File: config.mk
export PLATFORM = sky130hd
export DESIGN_NAME = id_port_contention_isolator_flat
export DESIGN_NICKNAME = d
export VERILOG_FILES = /design/src/hdl/idpci_pkg.sv /design/src/hdl/idpci_if.sv /design/src/hdl/idpci_cfg_regs.sv /design/src/hdl/idpci_core.sv /design/src/hdl/id_port_contention_isolator.sv /design/src/flat_wrapper.sv
export SDC_FILE = /design/constraint.sdc
export NUM_CORES = 1
export LEC_CHECK = 0
export BUFFER_PORTS_ARGS = -buffer_cell sky130_fd_sc_hd__buf_2
export CORE_ASPECT_RATIO = 1.75
export CORE_UTILIZATION = 65
export CTS_CLUSTER_SIZE = 24
export DETAILED_ROUTE_END_ITERATION = 12
export MAX_ROUTING_LAYER = met4
export PLACE_DENSITY_LB_ADDON = 0.25
export SYNTH_ARGS = -nofsm -noshare
export SYNTH_HDL_FRONTEND = slang
export SYNTH_HIERARCHICAL = 1
export SYNTH_SLANG_ARGS = --single-unit
File: constraint.sdc
create_clock -name clk_i -period 3.89 [get_ports clk_i]
set_input_delay 0.1945 -clock clk_i [delete_from_list [all_inputs] [get_ports clk_i]]
set_output_delay 0.1945 -clock clk_i [all_outputs]
set_load 0.005 [all_outputs]
File: src/hdl/idpci_pkg.sv
`timescale 1ns / 1ps
`default_nettype none
// ----------------------------------------------------------------------------
// idpci_pkg
// Types, codes and constants shared by the ID-port isolation card logic.
// ----------------------------------------------------------------------------
package idpci_pkg;

  // Request function codes
  typedef enum logic [1:0] {
    FN_WRITE = 2'd0,
    FN_READ  = 2'd1,
    FN_RESET = 2'd2,
    FN_NONE  = 2'd3
  } func_e;

  // Card phase, one-hot
  typedef enum logic [2:0] {
    PH_WAIT   = 3'b001,
    PH_CMD    = 3'b010,
    PH_ACTIVE = 3'b100
  } phase_e;

  // Reported card_state codes
  localparam logic [1:0] CS_WAIT   = 2'd0;
  localparam logic [1:0] CS_CMD    = 2'd1;
  localparam logic [1:0] CS_ACTIVE = 2'd2;

  // Configuration register indexes
  typedef enum logic [2:0] {
    CFG_MAC0     = 3'd0,
    CFG_MAC1     = 3'd1,
    CFG_MAC2     = 3'd2,
    CFG_MAKER    = 3'd3,
    CFG_ADDR_CFG = 3'd4
  } cfg_idx_e;

  localparam int unsigned CfgIdxW  = 3;
  localparam int unsigned CfgDataW = 16;

  // Sequence generator
  localparam logic [7:0] SEQ_START = 8'hff;
  localparam logic [7:0] SEQ_POLY  = 8'hcf;
  localparam logic [7:0] SEQ_LEN   = 8'd255;

  // Command bytes and masks
  localparam logic [7:0] CMD_WAIT      = 8'h00;
  localparam logic [7:0] CMD_GLOBAL_RST = 8'hc0;
  localparam logic [7:0] CMD_LOAD_MASK = 8'hc0;
  localparam logic [7:0] CMD_LOAD      = 8'h80;
  localparam logic [7:0] CMD_TAG_MASK  = 8'hf8;
  localparam logic [7:0] CMD_SET_TAG   = 8'hd0;
  localparam logic [7:0] CMD_SEL_TAG   = 8'hd8;
  localparam logic [7:0] CMD_ACT_MASK  = 8'he0;
  localparam logic [7:0] CMD_ACTIVATE  = 8'he0;

  typedef struct packed {
    logic [1:0] func;
    logic [7:0] wdata;
    logic       bus_bit_seen;
  } req_t;

  typedef struct packed {
    logic       drive_bit;
    logic       drives_bus;
    logic [1:0] card_state;
    logic [2:0] card_tag;
    logic [9:0] io_base;
  } rsp_t;

  typedef struct packed {
    logic [15:0] mac_word0;
    logic [15:0] mac_word1;
    logic [15:0] mac_word2;
    logic [15:0] maker_id_word;
    logic [15:0] address_config_word;
  } eeprom_t;

  // One step of the 8-bit shift generator
  function automatic logic [7:0] seq_next(input logic [7:0] v);
    seq_next = {v[6:0], 1'b0} ^ (v[7] ? SEQ_POLY : 8'h00);
  endfunction

endpackage
`default_nettype wire

File: src/hdl/idpci_if.sv
`timescale 1ns / 1ps
`default_nettype none
// ----------------------------------------------------------------------------
// idpci_if
// Valid/ready channels for bus-access requests and card results.
// ----------------------------------------------------------------------------
interface idpci_req_if import idpci_pkg::*; ();
  logic valid;
  logic ready;
  req_t data;

  modport source (output valid, output data, input ready);
  modport sink   (input valid, input data, output ready);
endinterface

interface idpci_rsp_if import idpci_pkg::*; ();
  logic valid;
  logic ready;
  rsp_t data;

  modport source (output valid, output data, input ready);
  modport sink   (input valid, input data, output ready);
endinterface
`default_nettype wire

File: src/hdl/idpci_cfg_regs.sv
`timescale 1ns / 1ps
`default_nettype none
// ----------------------------------------------------------------------------
// idpci_cfg_regs
// EEPROM word registers written through the configuration port.
// ----------------------------------------------------------------------------
module idpci_cfg_regs import idpci_pkg::*; (
  input  wire logic                clk_i,
  input  wire logic                rst_ni,
  input  wire logic                cfg_we_i,
  input  wire logic [CfgIdxW-1:0]  cfg_idx_i,
  input  wire logic [CfgDataW-1:0] cfg_data_i,
  output eeprom_t                  eeprom_o
);

  eeprom_t eeprom_q, eeprom_d;

  always_comb begin
    eeprom_d = eeprom_q;
    if (cfg_we_i) begin
      unique case (cfg_idx_i)
        CFG_MAC0:     eeprom_d.mac_word0           = cfg_data_i;
        CFG_MAC1:     eeprom_d.mac_word1           = cfg_data_i;
        CFG_MAC2:     eeprom_d.mac_word2           = cfg_data_i;
        CFG_MAKER:    eeprom_d.maker_id_word       = cfg_data_i;
        CFG_ADDR_CFG: eeprom_d.address_config_word = cfg_data_i;
        default:      eeprom_d = eeprom_q;  // unused index
      endcase
    end
  end

  always_ff @(posedge clk_i or negedge rst_ni) begin
    if (!rst_ni) begin
      eeprom_q <= '0;
    end else begin
      eeprom_q <= eeprom_d;
    end
  end

  assign eeprom_o = eeprom_q;

endmodule
`default_nettype wire

File: src/hdl/idpci_core.sv
`timescale 1ns / 1ps
`default_nettype none
// ----------------------------------------------------------------------------
// idpci_core
// Card protocol state and its combinational update for one bus access.
// ----------------------------------------------------------------------------
module idpci_core import idpci_pkg::*; #(
  parameter int unsigned MAKER_OFFSET    = 7,
  parameter int unsigned ADDR_CFG_OFFSET = 8
) (
  input  wire logic clk_i,
  input  wire logic rst_ni,
  input  wire logic adv_i,     // process req_i this cycle
  input  req_t      req_i,
  input  eeprom_t   eeprom_i,
  output rsp_t      rsp_o      // result from the updated state
);

  phase_e      phase_q, phase_d;
  logic [7:0]  exp_q, exp_d;
  logic [7:0]  cnt_q, cnt_d;
  logic [2:0]  tag_q, tag_d;
  logic [15:0] word_q, word_d;
  logic [4:0]  bits_q, bits_d;
  logic        lost_q, lost_d;
  logic [4:0]  base_q, base_d;

  logic [7:0]  b;
  logic [7:0]  cnt_inc;
  logic [5:0]  off;
  logic [15:0] rom_word;
  logic        dbit;
  logic        drives;

  assign b       = req_i.wdata;
  assign cnt_inc = cnt_q + 8'd1;
  assign off     = b[5:0];
  assign dbit    = word_q[~bits_q[3:0]];  // MSB first

  always_comb begin
    if (off == 6'd0) begin
      rom_word = eeprom_i.mac_word0;
    end else if (off == 6'd1) begin
      rom_word = eeprom_i.mac_word1;
    end else if (off == 6'd2) begin
      rom_word = eeprom_i.mac_word2;
    end else if (off == 6'(MAKER_OFFSET)) begin
      rom_word = eeprom_i.maker_id_word;
    end else if (off == 6'(ADDR_CFG_OFFSET)) begin
      rom_word = eeprom_i.address_config_word;
    end else begin
      rom_word = '0;
    end
  end

  always_comb begin
    phase_d = phase_q;
    exp_d   = exp_q;
    cnt_d   = cnt_q;
    tag_d   = tag_q;
    word_d  = word_q;
    bits_d  = bits_q;
    lost_d  = lost_q;
    base_d  = base_q;
    drives  = 1'b0;

    unique case (func_e'(req_i.func))
      FN_WRITE: begin
        if (phase_q == PH_WAIT) begin
          if (b == exp_q) begin
            cnt_d = cnt_inc;
            exp_d = seq_next(exp_q);
            if (cnt_inc == SEQ_LEN) begin
              phase_d = PH_CMD;
              exp_d   = SEQ_START;
              cnt_d   = '0;
            end
          end else if (b == SEQ_START) begin
            // wrong byte may open a new sequence
            cnt_d = 8'd1;
            exp_d = seq_next(SEQ_START);
          end else begin
            exp_d = SEQ_START;
            cnt_d = '0;
          end
        end else if (phase_q == PH_CMD) begin
          priority if (b == CMD_WAIT) begin
            phase_d = PH_WAIT;
            exp_d   = SEQ_START;
            cnt_d   = '0;
          end else if (b == CMD_GLOBAL_RST) begin
            tag_d   = '0;
            phase_d = PH_WAIT;
            exp_d   = SEQ_START;
            cnt_d   = '0;
          end else if ((b & CMD_LOAD_MASK) == CMD_LOAD) begin
            word_d = rom_word;
            bits_d = '0;
            lost_d = 1'b0;
          end else if ((b & CMD_TAG_MASK) == CMD_SET_TAG) begin
            tag_d = b[2:0];
          end else if ((b & CMD_TAG_MASK) == CMD_SEL_TAG) begin
            if (b[2:0] != tag_q) begin
              phase_d = PH_WAIT;
              exp_d   = SEQ_START;
              cnt_d   = '0;
            end
          end else if ((b & CMD_ACT_MASK) == CMD_ACTIVATE) begin
            base_d  = b[4:0];
            phase_d = PH_ACTIVE;
          end else begin
            phase_d = phase_q;  // unknown command
          end
        end
      end
      FN_READ: begin
        if (phase_q == PH_CMD && !bits_q[4]) begin
          drives = 1'b1;
          lost_d = lost_q | (dbit != req_i.bus_bit_seen);
          bits_d = bits_q + 5'd1;
          if (bits_q[3:0] == 4'hf && lost_d) begin
            phase_d = PH_WAIT;
            exp_d   = SEQ_START;
            cnt_d   = '0;
          end
        end
      end
      FN_RESET: begin
        if (phase_q == PH_ACTIVE) begin
          tag_d   = '0;
          phase_d = PH_WAIT;
          exp_d   = SEQ_START;
          cnt_d   = '0;
        end
      end
      FN_NONE: begin
        phase_d = phase_q;
      end
      default: begin
        phase_d = phase_q;
      end
    endcase
  end

  always_ff @(posedge clk_i or negedge rst_ni) begin
    if (!rst_ni) begin
      phase_q <= PH_WAIT;
      exp_q   <= SEQ_START;
      cnt_q   <= '0;
      tag_q   <= '0;
      word_q  <= '0;
      bits_q  <= '0;
      lost_q  <= 1'b0;
      base_q  <= '0;
    end else if (adv_i) begin
      phase_q <= phase_d;
      exp_q   <= exp_d;
      cnt_q   <= cnt_d;
      tag_q   <= tag_d;
      word_q  <= word_d;
      bits_q  <= bits_d;
      lost_q  <= lost_d;
      base_q  <= base_d;
    end
  end

  always_comb begin
    rsp_o.drive_bit  = drives & dbit;
    rsp_o.drives_bus = drives;
    rsp_o.card_tag   = tag_d;
    rsp_o.io_base    = {1'b1, base_d, 4'h0};  // 0x200 + code * 16
    unique case (phase_d)
      PH_WAIT:   rsp_o.card_state = CS_WAIT;
      PH_CMD:    rsp_o.card_state = CS_CMD;
      PH_ACTIVE: rsp_o.card_state = CS_ACTIVE;
      default:   rsp_o.card_state = CS_WAIT;
    endcase
  end

endmodule
`default_nettype wire

File: src/hdl/id_port_contention_isolator.sv
`timescale 1ns / 1ps
`default_nettype none
// Path: a request is held in the input register, its result in the result register.
// Throughput: one request per cycle unless rsp_o stalls; the card state update is
//   combinational logic between the input register and the result register.
// Reset: rst_ni async, active low; card goes to waiting, sequence at 0xff,
//   tag, loaded word and base code cleared, EEPROM words cleared.
// ----------------------------------------------------------------------------
// id_port_contention_isolator
// Card-side ID-port isolation: sequence match, command decode, bit contention.
// ----------------------------------------------------------------------------
module id_port_contention_isolator import idpci_pkg::*; #(
  parameter int unsigned MAKER_OFFSET    = 7,
  parameter int unsigned ADDR_CFG_OFFSET = 8
) (
  input  wire logic                clk_i,
  input  wire logic                rst_ni,
  idpci_req_if.sink                req_i,
  idpci_rsp_if.source              rsp_o,
  input  wire logic                cfg_we_i,
  input  wire logic [CfgIdxW-1:0]  cfg_idx_i,
  input  wire logic [CfgDataW-1:0] cfg_data_i
);

  // --------------------------------------------------------------------------
  // Input register: holds one request until the result register can take it.
  // --------------------------------------------------------------------------
  logic    s1_valid_q, s1_valid_d;
  req_t    s1_req_q;
  logic    s1_adv;      // request in s1 is processed this cycle
  logic    in_take;     // request accepted from the channel

  // Result register
  logic    out_valid_q, out_valid_d;
  rsp_t    out_data_q;
  rsp_t    core_rsp;

  eeprom_t eeprom;

  // s1 drains whenever the result register is empty or being emptied
  assign s1_adv     = s1_valid_q && (!out_valid_q || rsp_o.ready);
  // accept a new request whenever s1 is empty or leaving
  assign req_i.ready = !s1_valid_q || s1_adv;
  assign in_take    = req_i.valid && req_i.ready;

  assign s1_valid_d  = in_take || (s1_valid_q && !s1_adv);
  assign out_valid_d = s1_adv || (out_valid_q && !rsp_o.ready);

  always_ff @(posedge clk_i or negedge rst_ni) begin
    if (!rst_ni) begin
      s1_valid_q  <= 1'b0;
      out_valid_q <= 1'b0;
    end else begin
      s1_valid_q  <= s1_valid_d;
      out_valid_q <= out_valid_d;
    end
  end

  // payload registers, no reset
  always_ff @(posedge clk_i) begin
    if (in_take) begin
      s1_req_q <= req_i.data;
    end
    if (s1_adv) begin
      out_data_q <= core_rsp;
    end
  end

  // --------------------------------------------------------------------------
  // EEPROM words and card state
  // --------------------------------------------------------------------------
  idpci_cfg_regs u_cfg (
    .clk_i      (clk_i),
    .rst_ni     (rst_ni),
    .cfg_we_i   (cfg_we_i),
    .cfg_idx_i  (cfg_idx_i),
    .cfg_data_i (cfg_data_i),
    .eeprom_o   (eeprom)
  );

  idpci_core #(
    .MAKER_OFFSET    (MAKER_OFFSET),
    .ADDR_CFG_OFFSET (ADDR_CFG_OFFSET)
  ) u_core (
    .clk_i    (clk_i),
    .rst_ni   (rst_ni),
    .adv_i    (s1_adv),
    .req_i    (s1_req_q),
    .eeprom_i (eeprom),
    .rsp_o    (core_rsp)
  );

  assign rsp_o.valid = out_valid_q;
  assign rsp_o.data  = out_data_q;

  // --------------------------------------------------------------------------
  // Assertions
  // --------------------------------------------------------------------------
  a_accept_lands: assert property (@(posedge clk_i) disable iff (!rst_ni)
    in_take |=> s1_valid_q)
    else $error("accepted request not held in input register");

  a_adv_gives_rsp: assert property (@(posedge clk_i) disable iff (!rst_ni)
    s1_adv |=> rsp_o.valid)
    else $error("processed request produced no result");

  a_full_stall: assert property (@(posedge clk_i) disable iff (!rst_ni)
    (s1_valid_q && out_valid_q && !rsp_o.ready) |-> !req_i.ready)
    else $error("request accepted while both stages are full");

  a_drive_only_answering: assert property (@(posedge clk_i) disable iff (!rst_ni)
    (rsp_o.valid && rsp_o.data.drive_bit) |-> rsp_o.data.drives_bus)
    else $error("bus bit driven on a read the card does not answer");

endmodule
`default_nettype wire
File: src/flat_wrapper.sv
// flat-port wrapper written by rule: the top's interface ports become plain ports
module id_port_contention_isolator_flat import idpci_pkg::*;
#(
  parameter int unsigned MAKER_OFFSET    = 7,
  parameter int unsigned ADDR_CFG_OFFSET = 8
)
  (clk_i, rst_ni, cfg_we_i, cfg_idx_i, cfg_data_i, req_i_valid, req_i_data, req_i_ready, rsp_o_valid, rsp_o_data, rsp_o_ready);
  idpci_req_if req_i_i ();
  idpci_rsp_if rsp_o_i ();
  input  wire logic clk_i;
  input  wire logic rst_ni;
  input  wire logic cfg_we_i;
  input  wire logic [CfgIdxW-1:0] cfg_idx_i;
  input  wire logic [CfgDataW-1:0] cfg_data_i;
  input wire logic [$bits(req_i_i.valid)-1:0] req_i_valid;
  input wire logic [$bits(req_i_i.data)-1:0] req_i_data;
  output wire logic [$bits(req_i_i.ready)-1:0] req_i_ready;
  output wire logic [$bits(rsp_o_i.valid)-1:0] rsp_o_valid;
  output wire logic [$bits(rsp_o_i.data)-1:0] rsp_o_data;
  input wire logic [$bits(rsp_o_i.ready)-1:0] rsp_o_ready;
  assign req_i_i.valid = req_i_valid;
  assign req_i_i.data = req_i_data;
  assign req_i_ready = req_i_i.ready;
  assign rsp_o_valid = rsp_o_i.valid;
  assign rsp_o_data = rsp_o_i.data;
  assign rsp_o_i.ready = rsp_o_ready;
  id_port_contention_isolator #(.MAKER_OFFSET(MAKER_OFFSET), .ADDR_CFG_OFFSET(ADDR_CFG_OFFSET)) u_core (.clk_i(clk_i), .rst_ni(rst_ni), .req_i(req_i_i), .rsp_o(rsp_o_i), .cfg_we_i(cfg_we_i), .cfg_idx_i(cfg_idx_i), .cfg_data_i(cfg_data_i));
endmodule
==> qor.yml, run 1 <==
sta:
  skew_ns: 0.00722
  post-route-period-util_pct: 74.0
  worst_slew_pin_slew_ns: 1.18
  finalSetupViolCount: 0
  clock.fmax_mhz: 347
  fin_crit_ns: 2.88
  slew_headroom_pct: 20.6
  drv_slew: 0
  tns_ns: 0
  rsz0062_at_grt: "no"
  final-hold-violation-count: 26
  whs_ns: -0.0354
  finalWorstSetupSlack_ns: 1.01
worst_setup_path:
  worstSetupPathType: "register to register"
  critPathLaunchType: "register"
  critPathMaxStageDelay_ns: 0.70
  cp_max_fo: 16
  worst_ep_required_time_ns: 4.11
  endpoint_kind: "register"
  worstPathCellList: "or4b_1, o21ai_1, nand3_1, o311ai_1, nor4b_1"
  worst_r2r_path_depth: 5
  worst_path_max_delay_cell: "or4b_1"
  r2r_start: "u_core/u_core/phase_q[2]"
  reg2reg_slack_ns: 1.01
  r2r-end: "u_core/rsp_o.data[14]"
  arrival_ns: 3.10
route:
  first_iter_violations: 391
  vias: 5288
  vias_per_cell: 6.50
  dr.pass1.iters: 10
  totalWireLength_mm: 16.9
  drt-wirelength-per-cell_um: 20.7
  drc: 6
  ant_nets: 0
finish:
  fin_nets: 708
  drive_above_1_share_pct: 32.2
  syn_to_final_growth_pct: 12.5
  post-route-util_pct: 75.0
  antenna_cells: 0
floorplan:
  die_y_um: 146
  initial_core_util_pct: 66.7
  core_area_um2: 11500
  pin_count: 54
  die_area_um2: 12300
  num_rows: 52
  die_x_um: 84.2
synth:
  synth.area.top_cells: "dfrtp_1 (40%), mux2_2 (14%), edfxtp_1 (11%), dfstp_2 (3.1%), a222oi_1 (2.1%)"
  ys_ff_latch: 159
  netlist-cell-type-count: 79
  synth_top_family_by_area: "multiplexers"
  synth_compound_area_share_pct: 12.5
  synth-async-reset-ratio_pct: 82.4
  ys_seq_area_share_pct: 53.8
  synth_top_area_share_pct: 39.8
  synth_largest_area_cell: "dfrtp_1"
  synth-xor-area-share_pct: 2.51
  syn_area_um2: 7680
  synthAdderAreaFrac_pct: 1.14
  yosys.area_share.simple_pct: 10.6
  synth_cells: 616
  yosysMostFrequentCell: "dfrtp_1"
  ys_warn_count: 6
  synth_edf_count: 28
  avgSynthCellArea_um2: 12.5
  muxShareOfSynthArea_pct: 15.2
  yosys-top-cells-count: "dfrtp_1 (122), mux2_2 (94), nand3_1 (29), edfxtp_1 (28), nand2_1 (26)"
  synthFlopType: "dfrtp_1"
power:
  leakagePower_nw: 3.58
  ir_drop_uv: 471
  cellPowerDensity_nw_per_um2: 537
job:
  max_cap_violations: 0
grt:
  track_usage_pct: 30.4
  antenna_found_initial: 0
  grt_max_degree: 88
  gr-total-overflow: 0
  grt_pass1_wl_mm: 27.8
  grt_pass1_vias: 5663
clocking:
  clock_latency_ns: 0.42
  postCtsHoldBufs: 12
  post_cts_resized: 0
  path_clk_slew_ns: 0.06
  cts_setup_buffers: 0
  cts_buffer_depth: 2
  ctsRootBufferMaster: "clkbuf_16"
  cts_num_sinks: 159
  cts-buffers-inserted: 17
  cts_tree: "done"
  cts_max_level: 4
placed_design:
  pre_cts_slack_ns: 1.09
  gp_congestion: 0.911
  numPortBuffers: 53
  dp_hpwl_mm: 11.4
min_path:
  hold_class: "input pin to async pin"
outcome:
  status: "finished with violations"
  violations: "DRC, hold timing"
## layout by cell type (no fill, tap or decap), types with 5 or more instances in the layout
cell,n
dfrtp_1,122
mux2_2,94
buf_2,52
nand3_1,29
edfxtp_1,28
nand2_1,26
a22oi_1,21
nor2_1,21
o21ai_0,18
o21a_1,18
clkbuf_16,17
a222oi_1,16
xor2_1,15
inv_1,13
dlygate4sd3_1,12
a21oi_1,12
buf_4,9
nor3_1,9
dfstp_2,9
nand2b_1,8
xnor2_1,7
ha_1,7
mux2i_1,6
and2_1,5
nor2b_1,5
conb_1,5
## how the worst max path moves through the flow
stage	start	end	slack [ns]	cells after the start
2_1_floorplan	u_core/s1_req_q[3]	u_core/u_core/exp_q[0]	1.56	8
4_1_cts	u_core/u_core/phase_q[2]	u_core/rsp_o.data[14]	1.09	5
6_report	u_core/u_core/phase_q[2]	u_core/rsp_o.data[14]	1.01	5
3_5_place_dp	u_core/u_core/phase_q[2]	u_core/rsp_o.data[14]	1.09	5
3_3_place_gp	u_core/s1_req_q[3]	u_core/u_core/exp_q[0]	1.21	6
5_1_grt	u_core/u_core/bits_q[1]	u_core/rsp_o.data[14]	0.75	6
## state kept, by name (all words and copies together), names as in the netlist, 3 cells and up
signal / cells
u_core/u_core/base_q: 5
u_core/u_core/phase_q: 3
u_core/u_core/bits_q: 5
u_core/rsp_o.data: 17
u_core/u_core/tag_q: 3
u_core/u_core/word_q: 16
u_core/u_core/exp_q: 8
u_core/s1_req_q: 11
u_core/u_core/cnt_q: 8
u_core/u_cfg/eeprom_o: 80
## metrics by stage
stage | area [um2] | cells | total power [mW]
finish | 8640 | 813 | 4.64
detailed placement | 7980 | 770 | 3.12
floorplan | 7690 | 619 | 2.87
global placement | 7980 | 770 | 3.05
CTS | 8640 | 813 | 4.65
global route | 8640 | 813 | 4.85
## kinds of logic after synthesis
| family | after synthesis |
|---|---|
| and+or+nand+nor | 140 |
| xor gates and xnor gates | 22 |
| muxes | 102 |
| other | 2 |
| DFF | 159 |
| AOI/OAI and AO/OA | 125 |
| buffers and inverters | 59 |
| adders and majority gates | 7 |
## report_power, final
group | internal [mW] | switching (mW) | total [mW] | leakage (nW)
sequential | 2.05 | 0.267 | 2.31 | 1.87
combinational | 0.433 | 0.380 | 0.814 | 1.45
clock | 0.852 | 0.664 | 1.52 | 0.264
total | 3.33 | 1.31 | 4.64 | 3.58
## critical path: cells and delay by family (launching register included)
kind            cells  cell delay, ns
simple gates        3            1.48
compound gates      2            0.75
flops               1            0.46
## layout make-up
cell class              count  area (um2)
repair buffers             74         468
well taps                 135         169
inverters                  13        48.8
clock buffers              20         457
clock inverters            11        81.3
fillers                   736        2880
flip-flops and latches    159        4130
multi-input cells         401        3290
## routing by layer
layer | track usage (%) | routed length [um]
met1 | 32.3 | 6220
met2 | 52.5 | 9180
met3 | 5.39 | 677
met4 | 17.9 | 784
met5 | - | 0
Note: power is estimated with default switching activity, not from simulation.
==> inputs of run 2 (changes only) <==
CORE_UTILIZATION = 61   (was 65)
clock period = 2.75 ns   (was 3.89 ns; I/O delays follow)
==> run 2 against run 1 <==
The flow now finishes without violations. Clock skew rose by 0.0034 ns. Sequential share of layout area fell by 1.7 points. Via count rose by 2.8%. First-iteration DRC count fell by 5.6%. Global-route usage fell by 1.3 points. Setup slack got worse by 0.84 ns. Sequential power rose by 41%. Flip-flop and latch count did not move. Critical path type unchanged.
==> qor.yml, run 2 (same netlist as run 1, synthesis figures left out) <==
route:
  vias_per_cell: 6.24  # was 6.50
  drc: 0  # was 6
  first_iter_violations: 369  # was 391
  ant_nets: 0  # unchanged
  drt-wirelength-per-cell_um: 19.6  # was 20.7 um
  vias: 5437  # was 5288
  dr.pass1.iters: 8  # was 10
  totalWireLength_mm: 17.1  # was 16.9 mm
clocking:
  cts_num_sinks: 159  # unchanged
  clock_latency_ns: 0.42  # about the same
  ctsRootBufferMaster: "clkbuf_16"  # unchanged
  cts_buffer_depth: 2  # unchanged
  cts-buffers-inserted: 17  # unchanged
  post_cts_resized: 0  # unchanged
  path_clk_slew_ns: 0.06  # about the same
  cts_tree: "done"  # unchanged
  cts_max_level: 4  # unchanged
  cts_setup_buffers: 0  # unchanged
floorplan:
  num_rows: 53  # was 52
  die_area_um2: 13100  # was 12300 um2
  core_area_um2: 12100  # was 11500 um2
  pin_count: 54  # unchanged
  die_x_um: 86.8  # was 84.2 um
  initial_core_util_pct: 63.3  # was 66.7%
  die_y_um: 150  # was 146 um
worst_setup_path:
  critPathLaunchType: "register"  # unchanged
  worst_r2r_path_depth: 6  # was 5
  worstSetupPathType: "register to register"  # unchanged
  cp_max_fo: 15  # was 16
  arrival_ns: 2.89  # was 3.10 ns
  worst_ep_required_time_ns: 3.07  # was 4.11 ns
  endpoint_kind: "register"  # unchanged
min_path:
  holdPathStages: 2
  hold_class: "input pin to register"  # was input pin to async pin
grt:
  antenna_found_initial: 0  # unchanged
  track_usage_pct: 29.1  # was 30.4%
  gr-total-overflow: 0  # unchanged
  grt_pass1_vias: 5711  # was 5663
  grt_max_degree: 59  # was 88
  grt_pass1_wl_mm: 27.8  # about the same
power:
  switching_share_pct: 28.5  # was 28.2%
  combPwrFrac_pct: 17.9  # was 17.5%
  clock_power_share_pct: 33.8  # was 32.6%
  p_switching_mw: 1.92  # was 1.31 mW
  cellPowerDensity_nw_per_um2: 751  # was 537 nW/um2
  share_seq_of_total_power_pct: 48.3  # was 49.8%
  p_total_mw: 6.73  # was 4.64 mW
  leakagePower_nw: 3.72  # was 3.58 nW
  cell_internal_pwr_mw: 4.81  # was 3.33 mW
  ir_drop_uv: 570  # was 471 uV
finish:
  drive_above_1_share_pct: 33.1  # was 32.2%
  mostFrequentLayoutCells: "dfrtp_1 (122), mux2_2 (94), buf_2 (52)"  # unchanged
  fillers: 787  # was 736
  syn_to_final_growth_pct: 16.6  # was 12.5%
  largest_reg_flops: 80  # unchanged
  fin_nets: 735  # was 708
  antenna_cells: 0  # unchanged
  final_common_cell: "dfrtp_1"  # unchanged
  final_cells: 871  # was 813
sta:
  finalSetupViolCount: 0  # unchanged
  whs_ns: 0.0107  # was -0.0354 ns
  post-route-period-util_pct: 93.7  # was 74.0%
  finalWorstSetupSlack_ns: 0.174  # was 1.01 ns
  drv_slew: 0  # unchanged
  tns_ns: 0  # unchanged
  fin_crit_ns: 2.58  # was 2.88 ns
  skew_ns: 0.0106  # was 0.00722 ns
  final-hold-violation-count: 0  # was 26
  clock.fmax_mhz: 388  # was 347 MHz
  slew_headroom_pct: 45.3  # was 20.6%
  worst_slew_pin_slew_ns: 0.820  # was 1.18 ns
  rsz0062_at_grt: "yes"  # was no
job:
  max_cap_violations: 0  # unchanged
placed_design:
  place_inst: 814  # was 770
  gp_congestion: 0.917  # was 0.911
  pre_cts_slack_ns: 0.224  # was 1.09 ns
  numPortBuffers: 53  # unchanged
  dp_hpwl_mm: 11.5  # was 11.4 mm
outcome:
  status: "finished, final reports clean"  # was finished with violations
-- run 2: final timing paths --
check                                         start                         to  slack, ns
setup reg to reg                 u_core/s1_req_q[6]     u_core/u_core/cnt_q[6]       0.17
setup / recovery                 u_core/s1_req_q[6]     u_core/u_core/cnt_q[6]       0.17
min in group asynchronous                    rst_ni    u_core/u_core/base_q[1]       0.36
max in group asynchronous                    rst_ni   u_core/u_core/phase_q[0]       1.62
hold reg to reg            u_core/u_core/word_q[14]   u_core/u_core/word_q[14]       0.49
hold / removal                        cfg_data_i[4]  u_core/u_cfg/eeprom_o[20]       0.01
-- run 2: power by group through the flow --
| stage | combinational (mW) | sequential [mW] | clock, mW |
|---|---|---|---|
| after floorplan | 0.950 | 3.11 | 0 |
| after global placement | 1.11 | 3.24 | 0 |
| after detailed placement | 1.17 | 3.28 | 0 |
| after CTS | 1.20 | 3.25 | 2.31 |
| after global routing | 1.31 | 3.31 | 2.41 |
| final | 1.20 | 3.25 | 2.27 |
-- run 2: final cells by class --
type	count	area [um2]	area share, %
well taps	165	206	2.31
inverters	13	48.8	0.545
clock inverters	13	115	1.29
clock buffers	19	464	5.19
flip-flops and latches	159	4130	46.1
repair buffers	101	716	8.00
multi-input cells	401	3270	36.5
-- run 2: metrics by stage --
stage	util, %	instance area, um2
after global routing	73.7	8950
after CTS	73.7	8950
after floorplan	-	7690
final	73.7	8950
after detailed placement	66.9	8120
after global placement	66.9	8120
-- run 2: repair_timing --
item                                    in CTS  in global routing
endpoints found under the setup margin       0                  1
hold buffers                                25                  0
endpoints found under the hold margin       90                  0
-- run 2: per-layer routing --
metal,routed length (um),global-route usage (%),share of wire (%),vias to the layer above
met2,9470,52.2,55,200
li1,-,-,-,2452
met5,0,-,0,-
met3,750,5.37,4.4,42
met1,6430,30.9,38,2743
met4,416,12.5,2.4,0
-- run 2: worst max-delay path: stages (launching register included) --
cell and delay, ns:
edfxtp_1 0.52, or4_1 0.55, nand2b_4 0.19, o221ai_2 0.27, o21ai_2 0.24, or2_0 0.41, o41ai_2 0.31
